--- src/rtl/core/tddm_pkg.sv ---
// ----------------------------------------------------------------------------
// tddm_pkg
// Shared types, constants and the arctangent table of the tilt deadband
// display mapper.
// ----------------------------------------------------------------------------
package tddm_pkg;

  localparam int CORDIC_STEPS  = 16;
  localparam int SCREEN_WIDTH  = 128;
  localparam int SCREEN_HEIGHT = 64;

  localparam int TAB_LEN   = 24;
  localparam int TAB_IDX_W = $clog2(TAB_LEN);

  localparam int IN_W   = 16;
  localparam int FRAC_W = 16;
  localparam int CW     = 36;
  localparam int ZW     = 24;
  localparam int ANG_W  = 16;

  localparam int RAD_W      = 32;
  localparam int REM_W      = RAD_W + 2;
  localparam int ROOT_ITERS = RAD_W;
  localparam int CNT_W      = $clog2(ROOT_ITERS);

  localparam int MUL_W  = 17;
  localparam int PROD_W = 2 * MUL_W;

  localparam int COL_W   = 7;
  localparam int ROW_W   = 6;
  localparam int ROLL_W  = 15;
  localparam int PITCH_W = 14;

  localparam logic signed [ZW-1:0]    DEG90     = 24'sd1474560;
  localparam int                      Z_ROUND   = 128;
  localparam int                      Z_SHIFT   = 8;
  localparam logic signed [ANG_W-1:0] ANG_180   = 16'sd11520;
  localparam logic signed [ANG_W-1:0] ANG_90    = 16'sd5760;
  localparam logic signed [ANG_W-1:0] ROLL_LIM  = 16'sd11520;
  localparam logic signed [ANG_W-1:0] PITCH_LIM = 16'sd5760;

  localparam int PITCH_REF  = 55;
  localparam int PITCH_TOP  = 43;
  localparam int BAR_SHIFT  = 15;
  localparam int GAIN_SHIFT = 14;
  localparam int SQ_LAST    = 2;

  localparam int NUM_REGS = 5;
  localparam int PADDR_W  = $clog2(NUM_REGS * 4);
  localparam int PDATA_W  = 32;

  localparam int GDB_W  = 16;
  localparam int TDB_W  = 14;
  localparam int GAIN_W = 10;
  localparam int BHW_W  = 7;

  localparam logic [GDB_W-1:0]  GDB_RST  = 16'd100;
  localparam logic [TDB_W-1:0]  TDB_RST  = 14'd64;
  localparam logic [GAIN_W-1:0] GAIN_RST = 10'd205;
  localparam logic [BHW_W-1:0]  BHW_RST  = 7'd54;

  typedef enum logic [PADDR_W-3:0] {
    REG_GYRO_DB    = 3'd0,
    REG_TILT_DB    = 3'd1,
    REG_ROLL_GAIN  = 3'd2,
    REG_PITCH_GAIN = 3'd3,
    REG_BAR_HALF   = 3'd4
  } reg_idx_t;

  localparam int NUM_MAP = 5;

  typedef enum logic [2:0] {
    MAP_GX    = 3'd0,
    MAP_GY    = 3'd1,
    MAP_GZ    = 3'd2,
    MAP_ROLL  = 3'd3,
    MAP_PITCH = 3'd4
  } map_item_t;

  typedef enum logic [7:0] {
    S_IDLE   = 8'b0000_0001,
    S_SQUARE = 8'b0000_0010,
    S_ROOT   = 8'b0000_0100,
    S_CSETUP = 8'b0000_1000,
    S_CITER  = 8'b0001_0000,
    S_DECIDE = 8'b0010_0000,
    S_MAP    = 8'b0100_0000,
    S_PUSH   = 8'b1000_0000
  } state_t;

  // atan(2^-i) in 1/16384 degree, rounded.
  function automatic logic signed [ZW-1:0] atan_entry(input logic [TAB_IDX_W-1:0] idx);
    logic signed [ZW-1:0] v;
    case (idx)
      5'd0:    v = 24'sd737280;
      5'd1:    v = 24'sd435242;
      5'd2:    v = 24'sd229970;
      5'd3:    v = 24'sd116736;
      5'd4:    v = 24'sd58595;
      5'd5:    v = 24'sd29326;
      5'd6:    v = 24'sd14667;
      5'd7:    v = 24'sd7334;
      5'd8:    v = 24'sd3667;
      5'd9:    v = 24'sd1833;
      5'd10:   v = 24'sd917;
      5'd11:   v = 24'sd458;
      5'd12:   v = 24'sd229;
      5'd13:   v = 24'sd115;
      5'd14:   v = 24'sd57;
      5'd15:   v = 24'sd29;
      5'd16:   v = 24'sd14;
      5'd17:   v = 24'sd7;
      5'd18:   v = 24'sd4;
      5'd19:   v = 24'sd2;
      5'd20:   v = 24'sd1;
      default: v = '0;
    endcase
    return v;
  endfunction

endpackage

--- src/rtl/core/tddm_if.sv ---
// ----------------------------------------------------------------------------
// tddm channel interfaces
// Valid/ready channels for the IMU sample words and the display result words.
// ----------------------------------------------------------------------------
interface tddm_sample_if;
  logic                                valid;
  logic                                ready;
  logic signed [tddm_pkg::IN_W-1:0]    accel_x;
  logic signed [tddm_pkg::IN_W-1:0]    accel_y;
  logic signed [tddm_pkg::IN_W-1:0]    accel_z;
  logic signed [tddm_pkg::IN_W-1:0]    gyro_x;
  logic signed [tddm_pkg::IN_W-1:0]    gyro_y;
  logic signed [tddm_pkg::IN_W-1:0]    gyro_z;

  modport source (output valid, accel_x, accel_y, accel_z, gyro_x, gyro_y, gyro_z,
                  input ready);
  modport sink (input valid, accel_x, accel_y, accel_z, gyro_x, gyro_y, gyro_z,
                output ready);
endinterface

interface tddm_result_if;
  logic                                 valid;
  logic                                 ready;
  logic                                 update;
  logic [tddm_pkg::COL_W-1:0]           bar_end_x;
  logic [tddm_pkg::COL_W-1:0]           bar_end_y;
  logic [tddm_pkg::COL_W-1:0]           bar_end_z;
  logic [tddm_pkg::COL_W-1:0]           roll_marker_col;
  logic [tddm_pkg::ROW_W-1:0]           pitch_marker_row;
  logic signed [tddm_pkg::ROLL_W-1:0]   roll_angle;
  logic signed [tddm_pkg::PITCH_W-1:0]  pitch_angle;

  modport source (output valid, update, bar_end_x, bar_end_y, bar_end_z, roll_marker_col,
                  pitch_marker_row, roll_angle, pitch_angle, input ready);
  modport sink (input valid, update, bar_end_x, bar_end_y, bar_end_z, roll_marker_col,
                pitch_marker_row, roll_angle, pitch_angle, output ready);
endinterface

--- src/rtl/core/tilt_deadband_display_mapper_unit.sv ---
// ----------------------------------------------------------------------------
// tilt_deadband_display_mapper_unit
// Computes roll and pitch from one accelerometer sample with a shared CORDIC
// unit, applies gyro and tilt deadbands against the stored values and maps
// the stored values to display bar ends and marker positions.
// ----------------------------------------------------------------------------
//  Channel   Dir  Handshake              Word
//  sample    in   valid / ready          accel_x/y/z, gyro_x/y/z
//  result    out  valid / ready          update, bars, markers, angles
//  apb       in   psel, penable, pwrite  five configuration registers
//
//  A sample passes through squaring, square root, two CORDIC passes,
//  deadband compare, mapping, result load and idle. A CORDIC pass on an
//  axis ends at its setup step. The single 17x17 multiplier and
//  the CORDIC add/shift unit are used in turn. Reset is synchronous; it
//  restores register defaults and clears the stored values. A finished word
//  waits in the result register while the next sample is taken; the unit
//  holds at its load step if that word has still not been taken.
// ----------------------------------------------------------------------------
module tilt_deadband_display_mapper_unit (
  input  logic                             clk,
  input  logic                             rst,
  tddm_sample_if.sink                      sample,
  tddm_result_if.source                    result,
  input  logic                             psel,
  input  logic                             penable,
  input  logic                             pwrite,
  input  logic [tddm_pkg::PADDR_W-1:0]     paddr,
  input  logic [tddm_pkg::PDATA_W-1:0]     pwdata,
  output logic [tddm_pkg::PDATA_W-1:0]     prdata,
  output logic                             pready
);

  tddm_pkg::state_t state;
  logic [tddm_pkg::CNT_W-1:0] cnt;
  logic pass;

  logic [tddm_pkg::GDB_W-1:0]  gyro_deadband;
  logic [tddm_pkg::TDB_W-1:0]  tilt_deadband;
  logic [tddm_pkg::GAIN_W-1:0] roll_gain;
  logic [tddm_pkg::GAIN_W-1:0] pitch_gain;
  logic [tddm_pkg::BHW_W-1:0]  bar_half_width;

  logic signed [tddm_pkg::IN_W-1:0]    ax, ay, az, gx, gy, gz;
  logic signed [tddm_pkg::IN_W-1:0]    prev_gyro_x, prev_gyro_y, prev_gyro_z;
  logic signed [tddm_pkg::ROLL_W-1:0]  prev_roll, roll_new;
  logic signed [tddm_pkg::PITCH_W-1:0] prev_pitch, pitch_new;

  logic [tddm_pkg::RAD_W-1:0] radicand, root, root_next;
  logic [tddm_pkg::REM_W-1:0] rem, rem_next;
  logic [tddm_pkg::REM_W+1:0] rem_sh, trial;

  logic signed [tddm_pkg::CW-1:0] cx, cy, cx_next, cy_next, x0, y0, rx0, ry0, dx, dy;
  logic signed [tddm_pkg::ZW-1:0] cz, cz_next, rz0, tab;
  logic cord_special, cord_last;
  logic signed [tddm_pkg::ANG_W-1:0] ang_val, ang_lim, ang_clamped;
  logic ang_we;

  logic signed [tddm_pkg::MUL_W-1:0]  mul_a, mul_b;
  logic signed [tddm_pkg::PROD_W-1:0] prod;

  logic upd, upd_flag;
  tddm_pkg::map_item_t map_idx;
  logic [tddm_pkg::COL_W-1:0] map_res [tddm_pkg::NUM_MAP];
  logic push_go;

  logic res_valid, out_update;
  logic [tddm_pkg::COL_W-1:0] out_bar_x, out_bar_y, out_bar_z, out_col;
  logic [tddm_pkg::ROW_W-1:0] out_row;
  logic signed [tddm_pkg::ROLL_W-1:0]  out_roll;
  logic signed [tddm_pkg::PITCH_W-1:0] out_pitch;

  function automatic logic signed [tddm_pkg::CW-1:0] scale_in(
    input logic signed [tddm_pkg::IN_W-1:0] a
  );
    return {{(tddm_pkg::CW-tddm_pkg::IN_W-tddm_pkg::FRAC_W){a[tddm_pkg::IN_W-1]}},
            a, {tddm_pkg::FRAC_W{1'b0}}};
  endfunction

  function automatic logic beyond(input logic signed [16:0] a, input logic signed [16:0] b,
                                  input logic [tddm_pkg::GDB_W-1:0] db);
    logic signed [17:0] d;
    d = 18'(a) - 18'(b);
    if (d < 0) begin
      d = -d;
    end
    return d > $signed({2'b00, db});
  endfunction

  function automatic logic [tddm_pkg::COL_W-1:0] map_pos(
    input logic signed [tddm_pkg::PROD_W-1:0] p,
    input tddm_pkg::map_item_t k
  );
    logic signed [tddm_pkg::PROD_W-1:0] bias, q, v, ctr, lo, hi;
    logic [3:0] sh;
    if (k == tddm_pkg::MAP_ROLL || k == tddm_pkg::MAP_PITCH) begin
      sh = 4'(tddm_pkg::GAIN_SHIFT);
    end else begin
      sh = 4'(tddm_pkg::BAR_SHIFT);
    end
    if (p < 0) begin
      bias = (tddm_pkg::PROD_W'(1) <<< sh) - tddm_pkg::PROD_W'(1);
    end else begin
      bias = '0;
    end
    q = (p + bias) >>> sh;
    if (k == tddm_pkg::MAP_PITCH) begin
      ctr = tddm_pkg::PROD_W'(tddm_pkg::PITCH_REF);
      lo  = tddm_pkg::PROD_W'(tddm_pkg::PITCH_TOP);
      hi  = tddm_pkg::PROD_W'(tddm_pkg::SCREEN_HEIGHT - 1);
    end else begin
      ctr = tddm_pkg::PROD_W'(tddm_pkg::SCREEN_WIDTH / 2);
      lo  = '0;
      hi  = tddm_pkg::PROD_W'(tddm_pkg::SCREEN_WIDTH - 1);
    end
    v = ctr + q;
    if (v < lo) begin
      v = lo;
    end else if (v > hi) begin
      v = hi;
    end
    return v[tddm_pkg::COL_W-1:0];
  endfunction

  function automatic logic signed [tddm_pkg::ANG_W-1:0] z_to_ang(
    input logic signed [tddm_pkg::ZW-1:0] z
  );
    logic signed [tddm_pkg::ZW-1:0] t;
    t = (z + tddm_pkg::ZW'(tddm_pkg::Z_ROUND)) >>> tddm_pkg::Z_SHIFT;
    return t[tddm_pkg::ANG_W-1:0];
  endfunction

  assign sample.ready = (state == tddm_pkg::S_IDLE);
  assign pready = 1'b1;
  assign push_go = !res_valid || result.ready;

  always_comb begin
    prdata = '0;
    case (paddr[tddm_pkg::PADDR_W-1:2])
      tddm_pkg::REG_GYRO_DB:    prdata = tddm_pkg::PDATA_W'(gyro_deadband);
      tddm_pkg::REG_TILT_DB:    prdata = tddm_pkg::PDATA_W'(tilt_deadband);
      tddm_pkg::REG_ROLL_GAIN:  prdata = tddm_pkg::PDATA_W'(roll_gain);
      tddm_pkg::REG_PITCH_GAIN: prdata = tddm_pkg::PDATA_W'(pitch_gain);
      tddm_pkg::REG_BAR_HALF:   prdata = tddm_pkg::PDATA_W'(bar_half_width);
      default:                  prdata = '0;
    endcase
  end

  // Square root, two radicand bits per step.
  always_comb begin
    rem_sh = {rem, radicand[tddm_pkg::RAD_W-1 -: 2]};
    trial  = {2'b00, root, 2'b01};
    if (rem_sh >= trial) begin
      rem_next  = tddm_pkg::REM_W'(rem_sh - trial);
      root_next = {root[tddm_pkg::RAD_W-2:0], 1'b1};
    end else begin
      rem_next  = tddm_pkg::REM_W'(rem_sh);
      root_next = {root[tddm_pkg::RAD_W-2:0], 1'b0};
    end
  end

  // CORDIC setup, special cases and one vectoring step.
  always_comb begin
    if (pass) begin
      x0 = {{(tddm_pkg::CW-tddm_pkg::RAD_W){1'b0}}, root};
      y0 = -scale_in(ax);
    end else begin
      x0 = scale_in(az);
      y0 = scale_in(ay);
    end
    cord_special = (y0 == 0) || (x0 == 0);
    if (x0 < 0) begin
      if (y0 > 0) begin
        rx0 = y0;
        ry0 = -x0;
        rz0 = tddm_pkg::DEG90;
      end else begin
        rx0 = -y0;
        ry0 = x0;
        rz0 = -tddm_pkg::DEG90;
      end
    end else begin
      rx0 = x0;
      ry0 = y0;
      rz0 = '0;
    end

    dx  = cy >>> cnt;
    dy  = cx >>> cnt;
    tab = tddm_pkg::atan_entry(tddm_pkg::TAB_IDX_W'(cnt));
    if (!cy[tddm_pkg::CW-1]) begin
      cx_next = cx + dx;
      cy_next = cy - dy;
      cz_next = cz + tab;
    end else begin
      cx_next = cx - dx;
      cy_next = cy + dy;
      cz_next = cz - tab;
    end
    cord_last = (cnt == tddm_pkg::CNT_W'(tddm_pkg::CORDIC_STEPS - 1));

    if (state == tddm_pkg::S_CSETUP) begin
      if (y0 == 0) begin
        ang_val = x0[tddm_pkg::CW-1] ? tddm_pkg::ANG_180 : '0;
      end else begin
        ang_val = (y0 > 0) ? tddm_pkg::ANG_90 : -tddm_pkg::ANG_90;
      end
    end else begin
      ang_val = z_to_ang(cz_next);
    end
    ang_we = ((state == tddm_pkg::S_CSETUP) && cord_special) ||
             ((state == tddm_pkg::S_CITER) && cord_last);
    ang_lim = pass ? tddm_pkg::PITCH_LIM : tddm_pkg::ROLL_LIM;
    if (ang_val > ang_lim) begin
      ang_clamped = ang_lim;
    end else if (ang_val < -ang_lim) begin
      ang_clamped = -ang_lim;
    end else begin
      ang_clamped = ang_val;
    end
  end

  always_comb begin
    upd = beyond(17'(gx), 17'(prev_gyro_x), gyro_deadband) ||
          beyond(17'(gy), 17'(prev_gyro_y), gyro_deadband) ||
          beyond(17'(gz), 17'(prev_gyro_z), gyro_deadband) ||
          beyond(17'(roll_new), 17'(prev_roll), tddm_pkg::GDB_W'(tilt_deadband)) ||
          beyond(17'(pitch_new), 17'(prev_pitch), tddm_pkg::GDB_W'(tilt_deadband));
  end

  always_comb begin
    map_idx = tddm_pkg::map_item_t'(cnt[2:0] - 3'd1);
    mul_a = '0;
    mul_b = '0;
    case (state)
      tddm_pkg::S_SQUARE: begin
        if (cnt == '0) begin
          mul_a = tddm_pkg::MUL_W'(ay);
          mul_b = tddm_pkg::MUL_W'(ay);
        end else begin
          mul_a = tddm_pkg::MUL_W'(az);
          mul_b = tddm_pkg::MUL_W'(az);
        end
      end
      tddm_pkg::S_MAP: begin
        case (tddm_pkg::map_item_t'(cnt[2:0]))
          tddm_pkg::MAP_GX: begin
            mul_a = tddm_pkg::MUL_W'(prev_gyro_x);
            mul_b = tddm_pkg::MUL_W'(bar_half_width);
          end
          tddm_pkg::MAP_GY: begin
            mul_a = tddm_pkg::MUL_W'(prev_gyro_y);
            mul_b = tddm_pkg::MUL_W'(bar_half_width);
          end
          tddm_pkg::MAP_GZ: begin
            mul_a = tddm_pkg::MUL_W'(prev_gyro_z);
            mul_b = tddm_pkg::MUL_W'(bar_half_width);
          end
          tddm_pkg::MAP_ROLL: begin
            mul_a = tddm_pkg::MUL_W'(prev_roll);
            mul_b = tddm_pkg::MUL_W'(roll_gain);
          end
          tddm_pkg::MAP_PITCH: begin
            mul_a = tddm_pkg::MUL_W'(prev_pitch);
            mul_b = tddm_pkg::MUL_W'(pitch_gain);
          end
          default: begin
            mul_a = '0;
            mul_b = '0;
          end
        endcase
      end
      default: begin
        mul_a = '0;
        mul_b = '0;
      end
    endcase
  end

  always_ff @(posedge clk) begin
    if (rst) begin
      state          <= tddm_pkg::S_IDLE;
      cnt            <= '0;
      pass           <= 1'b0;
      res_valid      <= 1'b0;
      gyro_deadband  <= tddm_pkg::GDB_RST;
      tilt_deadband  <= tddm_pkg::TDB_RST;
      roll_gain      <= tddm_pkg::GAIN_RST;
      pitch_gain     <= tddm_pkg::GAIN_RST;
      bar_half_width <= tddm_pkg::BHW_RST;
      prev_gyro_x    <= '0;
      prev_gyro_y    <= '0;
      prev_gyro_z    <= '0;
      prev_roll      <= '0;
      prev_pitch     <= '0;
    end else begin
      if (psel && penable && pwrite && pready) begin
        case (paddr[tddm_pkg::PADDR_W-1:2])
          tddm_pkg::REG_GYRO_DB:    gyro_deadband  <= pwdata[tddm_pkg::GDB_W-1:0];
          tddm_pkg::REG_TILT_DB:    tilt_deadband  <= pwdata[tddm_pkg::TDB_W-1:0];
          tddm_pkg::REG_ROLL_GAIN:  roll_gain      <= pwdata[tddm_pkg::GAIN_W-1:0];
          tddm_pkg::REG_PITCH_GAIN: pitch_gain     <= pwdata[tddm_pkg::GAIN_W-1:0];
          tddm_pkg::REG_BAR_HALF:   bar_half_width <= pwdata[tddm_pkg::BHW_W-1:0];
          default: ;
        endcase
      end

      if (res_valid && result.ready && state != tddm_pkg::S_PUSH) begin
        res_valid <= 1'b0;
      end

      case (state)
        tddm_pkg::S_IDLE: begin
          if (sample.valid) begin
            state <= tddm_pkg::S_SQUARE;
            cnt   <= '0;
          end
        end
        tddm_pkg::S_SQUARE: begin
          if (cnt == tddm_pkg::CNT_W'(tddm_pkg::SQ_LAST)) begin
            state <= tddm_pkg::S_ROOT;
            cnt   <= '0;
          end else begin
            cnt <= cnt + 1'b1;
          end
        end
        tddm_pkg::S_ROOT: begin
          if (cnt == tddm_pkg::CNT_W'(tddm_pkg::ROOT_ITERS - 1)) begin
            state <= tddm_pkg::S_CSETUP;
            cnt   <= '0;
            pass  <= 1'b0;
          end else begin
            cnt <= cnt + 1'b1;
          end
        end
        tddm_pkg::S_CSETUP: begin
          cnt <= '0;
          if (cord_special) begin
            if (pass) begin
              state <= tddm_pkg::S_DECIDE;
            end else begin
              pass <= 1'b1;
            end
          end else begin
            state <= tddm_pkg::S_CITER;
          end
        end
        tddm_pkg::S_CITER: begin
          if (cord_last) begin
            cnt <= '0;
            if (pass) begin
              state <= tddm_pkg::S_DECIDE;
            end else begin
              pass  <= 1'b1;
              state <= tddm_pkg::S_CSETUP;
            end
          end else begin
            cnt <= cnt + 1'b1;
          end
        end
        tddm_pkg::S_DECIDE: begin
          if (upd) begin
            prev_gyro_x <= gx;
            prev_gyro_y <= gy;
            prev_gyro_z <= gz;
            prev_roll   <= roll_new;
            prev_pitch  <= pitch_new;
          end
          state <= tddm_pkg::S_MAP;
          cnt   <= '0;
        end
        tddm_pkg::S_MAP: begin
          if (cnt == tddm_pkg::CNT_W'(tddm_pkg::NUM_MAP)) begin
            state <= tddm_pkg::S_PUSH;
          end else begin
            cnt <= cnt + 1'b1;
          end
        end
        tddm_pkg::S_PUSH: begin
          if (push_go) begin
            res_valid <= 1'b1;
            state     <= tddm_pkg::S_IDLE;
          end
        end
        default: state <= tddm_pkg::S_IDLE;
      endcase
    end
  end

  always_ff @(posedge clk) begin
    prod <= mul_a * mul_b;

    if (sample.valid && sample.ready) begin
      ax <= sample.accel_x;
      ay <= sample.accel_y;
      az <= sample.accel_z;
      gx <= sample.gyro_x;
      gy <= sample.gyro_y;
      gz <= sample.gyro_z;
    end

    if (ang_we) begin
      if (pass) begin
        pitch_new <= ang_clamped[tddm_pkg::PITCH_W-1:0];
      end else begin
        roll_new <= ang_clamped[tddm_pkg::ROLL_W-1:0];
      end
    end

    case (state)
      tddm_pkg::S_SQUARE: begin
        if (cnt == tddm_pkg::CNT_W'(1)) begin
          radicand <= prod[tddm_pkg::RAD_W-1:0];
        end else if (cnt == tddm_pkg::CNT_W'(tddm_pkg::SQ_LAST)) begin
          radicand <= radicand + prod[tddm_pkg::RAD_W-1:0];
          rem      <= '0;
          root     <= '0;
        end
      end
      tddm_pkg::S_ROOT: begin
        rem      <= rem_next;
        root     <= root_next;
        radicand <= radicand << 2;
      end
      tddm_pkg::S_CSETUP: begin
        cx <= rx0;
        cy <= ry0;
        cz <= rz0;
      end
      tddm_pkg::S_CITER: begin
        cx <= cx_next;
        cy <= cy_next;
        cz <= cz_next;
      end
      tddm_pkg::S_DECIDE: begin
        upd_flag <= upd;
      end
      tddm_pkg::S_MAP: begin
        if (cnt != '0) begin
          map_res[map_idx] <= map_pos(prod, map_idx);
        end
      end
      tddm_pkg::S_PUSH: begin
        if (push_go) begin
          out_update <= upd_flag;
          out_bar_x  <= map_res[tddm_pkg::MAP_GX];
          out_bar_y  <= map_res[tddm_pkg::MAP_GY];
          out_bar_z  <= map_res[tddm_pkg::MAP_GZ];
          out_col    <= map_res[tddm_pkg::MAP_ROLL];
          out_row    <= map_res[tddm_pkg::MAP_PITCH][tddm_pkg::ROW_W-1:0];
          out_roll   <= prev_roll;
          out_pitch  <= prev_pitch;
        end
      end
      default: ;
    endcase
  end

  assign result.valid            = res_valid;
  assign result.update           = out_update;
  assign result.bar_end_x        = out_bar_x;
  assign result.bar_end_y        = out_bar_y;
  assign result.bar_end_z        = out_bar_z;
  assign result.roll_marker_col  = out_col;
  assign result.pitch_marker_row = out_row;
  assign result.roll_angle       = out_roll;
  assign result.pitch_angle      = out_pitch;

endmodule

--- src/flat_wrapper.sv ---
// flat-port wrapper written by rule: the top's interface ports become plain ports
module tilt_deadband_display_mapper_unit_flat 
  (clk, rst, psel, penable, pwrite, paddr, pwdata, prdata, pready, sample_valid, sample_accel_x, sample_accel_y, sample_accel_z, sample_gyro_x, sample_gyro_y, sample_gyro_z, sample_ready, result_valid, result_update, result_bar_end_x, result_bar_end_y, result_bar_end_z, result_roll_marker_col, result_pitch_marker_row, result_roll_angle, result_pitch_angle, result_ready);
  tddm_sample_if sample_i ();
  tddm_result_if result_i ();
  input  logic clk;
  input  logic rst;
  input  logic psel;
  input  logic penable;
  input  logic pwrite;
  input  logic [tddm_pkg::PADDR_W-1:0] paddr;
  input  logic [tddm_pkg::PDATA_W-1:0] pwdata;
  output logic [tddm_pkg::PDATA_W-1:0] prdata;
  output logic pready;
  input wire logic [$bits(sample_i.valid)-1:0] sample_valid;
  input wire logic [$bits(sample_i.accel_x)-1:0] sample_accel_x;
  input wire logic [$bits(sample_i.accel_y)-1:0] sample_accel_y;
  input wire logic [$bits(sample_i.accel_z)-1:0] sample_accel_z;
  input wire logic [$bits(sample_i.gyro_x)-1:0] sample_gyro_x;
  input wire logic [$bits(sample_i.gyro_y)-1:0] sample_gyro_y;
  input wire logic [$bits(sample_i.gyro_z)-1:0] sample_gyro_z;
  output wire logic [$bits(sample_i.ready)-1:0] sample_ready;
  output wire logic [$bits(result_i.valid)-1:0] result_valid;
  output wire logic [$bits(result_i.update)-1:0] result_update;
  output wire logic [$bits(result_i.bar_end_x)-1:0] result_bar_end_x;
  output wire logic [$bits(result_i.bar_end_y)-1:0] result_bar_end_y;
  output wire logic [$bits(result_i.bar_end_z)-1:0] result_bar_end_z;
  output wire logic [$bits(result_i.roll_marker_col)-1:0] result_roll_marker_col;
  output wire logic [$bits(result_i.pitch_marker_row)-1:0] result_pitch_marker_row;
  output wire logic [$bits(result_i.roll_angle)-1:0] result_roll_angle;
  output wire logic [$bits(result_i.pitch_angle)-1:0] result_pitch_angle;
  input wire logic [$bits(result_i.ready)-1:0] result_ready;
  assign sample_i.valid = sample_valid;
  assign sample_i.accel_x = sample_accel_x;
  assign sample_i.accel_y = sample_accel_y;
  assign sample_i.accel_z = sample_accel_z;
  assign sample_i.gyro_x = sample_gyro_x;
  assign sample_i.gyro_y = sample_gyro_y;
  assign sample_i.gyro_z = sample_gyro_z;
  assign sample_ready = sample_i.ready;
  assign result_valid = result_i.valid;
  assign result_update = result_i.update;
  assign result_bar_end_x = result_i.bar_end_x;
  assign result_bar_end_y = result_i.bar_end_y;
  assign result_bar_end_z = result_i.bar_end_z;
  assign result_roll_marker_col = result_i.roll_marker_col;
  assign result_pitch_marker_row = result_i.pitch_marker_row;
  assign result_roll_angle = result_i.roll_angle;
  assign result_pitch_angle = result_i.pitch_angle;
  assign result_i.ready = result_ready;
  tilt_deadband_display_mapper_unit u_core (.clk(clk), .rst(rst), .sample(sample_i), .result(result_i), .psel(psel), .penable(penable), .pwrite(pwrite), .paddr(paddr), .pwdata(pwdata), .prdata(prdata), .pready(pready));
endmodule
--- config.mk ---
export PLATFORM = sky130hd
export DESIGN_NAME = tilt_deadband_display_mapper_unit_flat
export DESIGN_NICKNAME = d
export VERILOG_FILES = /design/src/rtl/core/tddm_pkg.sv /design/src/rtl/core/tddm_if.sv /design/src/rtl/core/tilt_deadband_display_mapper_unit.sv /design/src/flat_wrapper.sv
export SDC_FILE = /design/constraint.sdc
export NUM_CORES = 2
export LEC_CHECK = 0
export BUFFER_PORTS_ARGS = -buffer_cell sky130_fd_sc_hd__buf_2
export CELL_PAD_IN_SITES_DETAIL_PLACEMENT = 0
export CELL_PAD_IN_SITES_GLOBAL_PLACEMENT = 2
export CORE_ASPECT_RATIO = 2
export CORE_MARGIN = 5
export CORE_UTILIZATION = 41
export DETAILED_ROUTE_END_ITERATION = 8
export PLACE_DENSITY = 0.91
export RECOVER_POWER = 50
export SLEW_MARGIN = 20
export SYNTH_ARGS = -nofsm -noshare
export SYNTH_HDL_FRONTEND = slang
export SYNTH_SLANG_ARGS = --single-unit
--- constraint.sdc ---
create_clock -name clk -period 10 [get_ports clk]
set_input_delay 3 -clock clk [delete_from_list [all_inputs] [get_ports clk]]
set_output_delay 3 -clock clk [all_outputs]
set_load 0.01 [all_outputs]
# After elaboration in Yosys (flattened, before gate mapping)
# Memories as Yosys holds them, arrays and structs flattened. A register that Yosys moved wholly into a read port is not among the register bits.
# Index checks and enable logic that the tools add are counted.
[totals]
output_inout_bits = 99
mem_count = 2
inputBits = 140
ram_bits = 35
regBits = 533
romBits = 640
latch_bits = 0
[op_classes]
muxes = 90
n_shift = 4
n_eq_ne = 35
n_bitwise = 1
add_sub_neg = 28
order_cmp = 18
reduce_logical = 42
multipliers = 1
n_div = 0
[mem_list]
columns = ["name", "words", "width", "rd", "rd_ports_with_merged_regs", "wr", "line_no", "rtl"]
rows = [
  ["(name not given)", 32, 20, 1, 1, 0, "tddm_pkg.sv:94", "case (idx)"],
  ["u_core.map_res", 5, 7, 5, 5, 1, "tilt_deadband_display_mapper_unit.sv:64", "logic [tddm_pkg::COL_W-1:0] map_res [tddm_pkg::NUM_MAP];"],
]
[ops]
columns = ["operator", "count"]
rows = [
  ["34-bit 2-to-1 mux", 12],
  ["36-bit 2-to-1 mux", 8],
  ["36-bit one-hot mux with 2 select lines", 2],
  ["32-bit 2-to-1 mux", 4],
  ["32-bit one-hot mux with 2 select lines", 2],
  ["18-bit 2-to-1 mux", 5],
  ["17-bit one-hot mux with 5 select lines", 1],
  ["16-bit one-hot mux with 5 select lines", 1],
  ["36-bit adder", 2],
  ["36-bit zero test", 2],
  ["24-bit 2-to-1 mux", 3],
  ["36-bit negation", 2],
  ["36-bit by 5-bit >>> shifter with 36-bit output", 2],
  ["36-bit subtractor", 2],
  ["34-bit adder", 2],
  ["17-bit one-hot mux with 2 select lines", 2],
  ["34-bit one-hot mux with 2 select lines", 1],
  ["8-bit 2-to-1 mux", 8],
  ["8-bit one-hot mux with 8 select lines", 1],
  ["18-bit by 17-bit > comparator with 1-bit output", 3],
  ["17-bit negation with 18-bit output", 3],
  ["17-bit by 1-bit < comparator with 1-bit output, second input constant", 3],
  ["16-bit by 16-bit subtractor with 17-bit output", 3],
  ["16-bit 2-to-1 mux", 3],
  ["other kinds (77)", 142],
]

# Depth between registers and ports, before layout
[depth]
ltp_word = 19
mapped_depth = 42
depth_no_buf = 34

# Least setup slack after synthesis
# OpenSTA, ideal clock, no wires.
[synth_path]
kind = "reg2reg"
startpoint = "register u_core.cnt[0] (netlist bit)"
endpoint = "register u_core.prod[32] (netlist bit)"
synth_period_minus_slack_ps = 8952
required_time_ps = 9928
setup_time_ps = 72
stages_incl_launch_ff = 39
slack_ps = 1048
n_path_buf = 8
arrival_ps = 8880
cell_sequence = "dfxtp_1 buf_2 buf_6 buf_2 buf_2 inv_1 ha_1 clkbuf_1 and2_1 clkbuf_1 a211oi_1 nor2_1 clkbuf_1 buf_1 a21oi_1 nor2_1 fa_1 inv_1 [3 not listed] inv_1 fa_1 inv_1 fa_1 inv_1 ha_1 a21o_1 a21oi_1 inv_1 o21a_1 o2111ai_1 a31oi_1 a41oi_1 a2111o_1 a31oi_1 a21o_1 a21oi_1 xnor2_1"
[synth_between]
elab_chain_len = 5
word_cells_on_any_way = 13
cone_classes = "mul (1); eq/ne (4); mux (5); reduce/logical (3)"
[synth_lines]
columns = ["element", "line_no", "rtl"]
rows = [
  ["start, declared", "tilt_deadband_display_mapper_unit.sv:35", "logic [tddm_pkg::CNT_W-1:0] cnt;"],
  ["start signal, assigned", "tilt_deadband_display_mapper_unit.sv:324", "cnt <= cnt + 1'b1;"],
  ["start signal, assigned", "tilt_deadband_display_mapper_unit.sv:333", "cnt <= cnt + 1'b1;"],
  ["start signal, assigned", "tilt_deadband_display_mapper_unit.sv:358", "cnt <= cnt + 1'b1;"],
  ["3-bit by 1-bit equality test with 1-bit output (tied with other cells)", "tilt_deadband_display_mapper_unit.sv:246", "case (tddm_pkg::map_item_t'(cnt[2:0]))"],
  ["3-bit OR reduction (no source line)", "n/a", ""],
  ["10-bit one-hot mux with 3 select lines", "tilt_deadband_display_mapper_unit.sv:246", ""],
  ["17-bit one-hot mux with 2 select lines", "tilt_deadband_display_mapper_unit.sv:235", "case (state)"],
  ["17-bit by 17-bit multiplier with 34-bit output *", "tilt_deadband_display_mapper_unit.sv:391", "prod <= mul_a * mul_b;"],
  ["end signal, assigned", "tilt_deadband_display_mapper_unit.sv:391", ""],
  ["end, declared", "tilt_deadband_display_mapper_unit.sv:60", "logic signed [tddm_pkg::PROD_W-1:0] prod;"],
]
# Every way passes the cells marked *; elsewhere a longest branch is shown, timed or not.
# A chain may end at the register's enable or synchronous reset.

# Worst setup path after layout
[layout_path]
startpoint = "register u_core.cnt[1] (netlist bit)"
endpoint = "register u_core.prod[33] (netlist bit)"
# Same word-level chain as after synthesis.

==> flow_summary_export.csv <==
group,metric,value,unit
outcome,status,"finished with violations",
outcome,violations,"max-capacitance violations, max-slew violations",
finish,fill_cells,14665,
flow_run,max_cap_viol_count,15,
timing,fin_crit,9.543,ns
floorplanning,core_area,148400,sq um
grt,grt_start_max_net_pins,84,
setup_path,crit_fanout,17,
timing,setup-tns-final,0,ns
timing,setup_violations,0,
yosys,synthArstFlopShare,0,
clocking,cts_setup_buffers,0,
clocking,cts-root-buf,"clkbuf_16",
finish,final-instance-count-excl-fill,8970,
setup_path,cpMostUsedCell,"fa_1",
placed_design,dp.final_hpwl,182800,um
routing,wl_per_cell,25.32,um
grt,track_usage,0.2788,
setup_path,critical_path_arrival,10.14,ns
power_and_ir_drop,vdd_drop_max,0.1483,mV
setup_path,path_delay_family,"compound AO/OA/AOI/OAI gates",
setup_path,cp-start-kind,"flop",
floorplanning,num_rows,200,
timing,tightest_slew,4.189,ns
clocking,cts_buffers,68,
yosys,synth_edf_count,418,
timing,max_freq,104.8,MHz
finish,drive_gt1_frac,0.09510,
finish,regArea,16630,sq um
timing,max_slew_margin,-1.793,
yosys,ys_types,116,
timing,fin_crit_sh,0.9543,
setup_path,worstSetupEndpointType,"flop",
grt,antenna_found_initial,7,
placed_design,placedCellCount,8838,
finish,multi_input_area,40920,sq um
routing,vias,53510,
routing,wl,227100,um
routing,drtPass1Iterations,5,
floorplanning,die_w,283.2,um
timing,hold_viol,0,
yosys,syn_inst,6906,
clocking,cts.sinks,621,
yosys,yosys_warnings,0,
power_and_ir_drop,power,6.876,mW
setup_path,slowest_stage,"a222oi_1",
power_and_ir_drop,leakage,27.21,nW
clocking,clockBufferDepth,3,
grt,grt_pass1_vias,55204,
finish,syn_to_final_growth,8.572,%
setup_path,critical_path_class,"flop to flop",
yosys,netlist_area,61220,sq um
floorplanning,dieArea,157600,sq um
finish,mostFrequentLayoutCells,"nand2_1 (713), nor2_1 (647), inv_1 (634)",
yosys,ys_ff_latch,621,
timing,fin_skew,0.03686,ns
routing,vias_per_cell,5.965,
setup_path,required,10.60,ns
finish,final_net_count,7884,
clocking,clk_pin_slew,0.07,ns
routing,antenna_left,0,
floorplanning,die_h,556.5,um
timing,rsz0062_at_grt,"false",
clocking,h-tree-depth,3,
min_path,hold_class,"flop to flop",
grt,grt_pass1_wl,335600,um
setup_path,cpPeakStageDelay,0.67,ns
yosys,syn_avg_cell_area,8.865,sq um
floorplanning,start_util,0.4125,
routing,drc,0,
floorplanning,io-pin-count,239,
finish,layout_commonest_cell,"nand2_1",
routing,first_iter_violations,3418,
clocking,cts_tree,"yes",
yosys,synth_seq_area_share,0.2714,
setup_path,worstPathBufferInverterCount,7,
placed_design,gp_congestion,1.011,
clocking,cts_hold_buf,0,
timing,timing.final.max_slew_violations,653,
placed_design,port_buffers,203,
grt,grt_overflow,0,
yosys,ys_dominant_reg_cell,"edfxtp_1",
clocking,clk_latency,0.68,ns
power_and_ir_drop,powerDensity,103.4,nW/um^2
==> per-stage QoR <==
stage | area [sq um] | setup slack (ns) | utilization | hold WS [ns]
final | 66470 | 0.4574 | 0.4479 | 0.4143
after detailed placement | 64360 | 0.4720 | 0.4337 | 0.4061
after CTS | 66590 | 0.4251 | 0.4487 | 0.4116
after global placement | 64360 | 0.5336 | 0.4337 | 0.4010
after global routing | 66460 | 0.01561 | 0.4478 | 0.4158
after floorplan | 61280 | 1.048 | - | 0.4003
==> timing repair <==
item | CTS | global route
setup endpoints to repair | 0 | 1
hold endpoints to repair | 0 | 0
gates resized for setup | 0 | 2
==> flip-flops by register name, summed over array words and instances, names as in the netlist, 20 cells and up <==
signal and count:
u_core.cx 36, u_core.tab 20, u_core.prod 34, u_core.rem 34, u_core.map_res 34, u_core.cz 24, u_core.root 32, u_core.radicand 32
u_core.cy 36
==> cell usage after synthesis, drive strengths merged (42+ instances only) <==
master  number  area, sq um
a211oi      66        533.0
a21o       123        923.4
a21oi      468         2354
a31oi       73        514.2
and2        58        364.1
and3       129        812.0
buf         97        530.5
clkbuf     233        874.6
dfxtp      203         4064
edfxtp     418        12550
fa         296         5926
ha         458         5731
inv        638         2395
mux2i      183         1832
mux4       101         2275
nand2      714         2683
nand2b      76        475.5
nand3      103        533.0
nand4       45        281.5
nor2       652         2457
nor2b       57        356.6
nor3       145        757.0
nor4       111        734.5
o211ai     108        810.8
o21a        67        504.2
o21ai      276         1396
o31ai       50        380.4
or2         42        262.8
or3         62        392.9
xnor2      278         2442
xor2       135         1182
==> worst reg2reg max path: cells and delay by family, from the launching register on <==
kind / cells / cell delay (ns)
compound gates: 14 / 3.89
xor+xnor: 1 / 0.12
fa+ha+maj: 8 / 3.76
buf+inv: 7 / 0.91
flops: 1 / 0.36
simple gates: 2 / 0.44
==> cell type report <==
class	instances	share of cell area
repair buffers	329	0.02803
inverters	641	0.03627
flip-flops and latches	621	0.2502
diodes	6	0.0002259
clock buffers	84	0.02777
clock inverters	41	0.005704
well taps	1919	0.03612
multi-input cells	5329	0.6157
==> path summary, 6_finish.rpt <==
| check | slack (ns) | start | depth (start not counted) | to |
|---|---|---|---|---|
| worst max-delay path | 0.46 | u_core.cnt[1]$_SDFFE_PP0P_ | 32 | u_core.prod[33]$_DFF_P_ |
| worst min register to register | 0.41 | u_core.map_res[2][6]$_DFFE_PP_ | 0 | result_bar_end_z[6]$_DFFE_PP_ |
| worst min-delay path | 0.41 | u_core.map_res[2][6]$_DFFE_PP_ | 0 | result_bar_end_z[6]$_DFFE_PP_ |
| worst max register to register | 0.46 | u_core.cnt[1]$_SDFFE_PP0P_ | 32 | u_core.prod[33]$_DFF_P_ |
==> report_power, final <==
group | switching, mW | internal (mW)
registers | 0.0790 | 2.84
clock network | 1.22 | 1.42
logic | 0.833 | 0.476
==> cells by family (layout without fill, tap and decap cells) <==
logic type,after synthesis,in the layout,synth area share
AND/OR/NAND/NOR,2303,2303,0.1807
AO/OA/AOI/OAI,1521,1521,0.1620
buffers and inverters,971,1095,0.06225
adder cells (fa/ha/maj),754,754,0.1904
flip-flops,621,621,0.2714
XOR/XNOR,413,413,0.05921
multiplexers,321,321,0.07388
other,2,23,0.0001227
==> routing by layer <==
metal / track usage / part of all wire / up-vias
li1: - / - / 24693
met1: 0.2507 / 0.31 / 26070
met2: 0.5282 / 0.52 / 1953
met3: 0.03741 / 0.049 / 792
met4: 0.2633 / 0.12 / 2
met5: 0 / 0.000057 / -
Note: power is estimated with default switching activity, not from simulation.
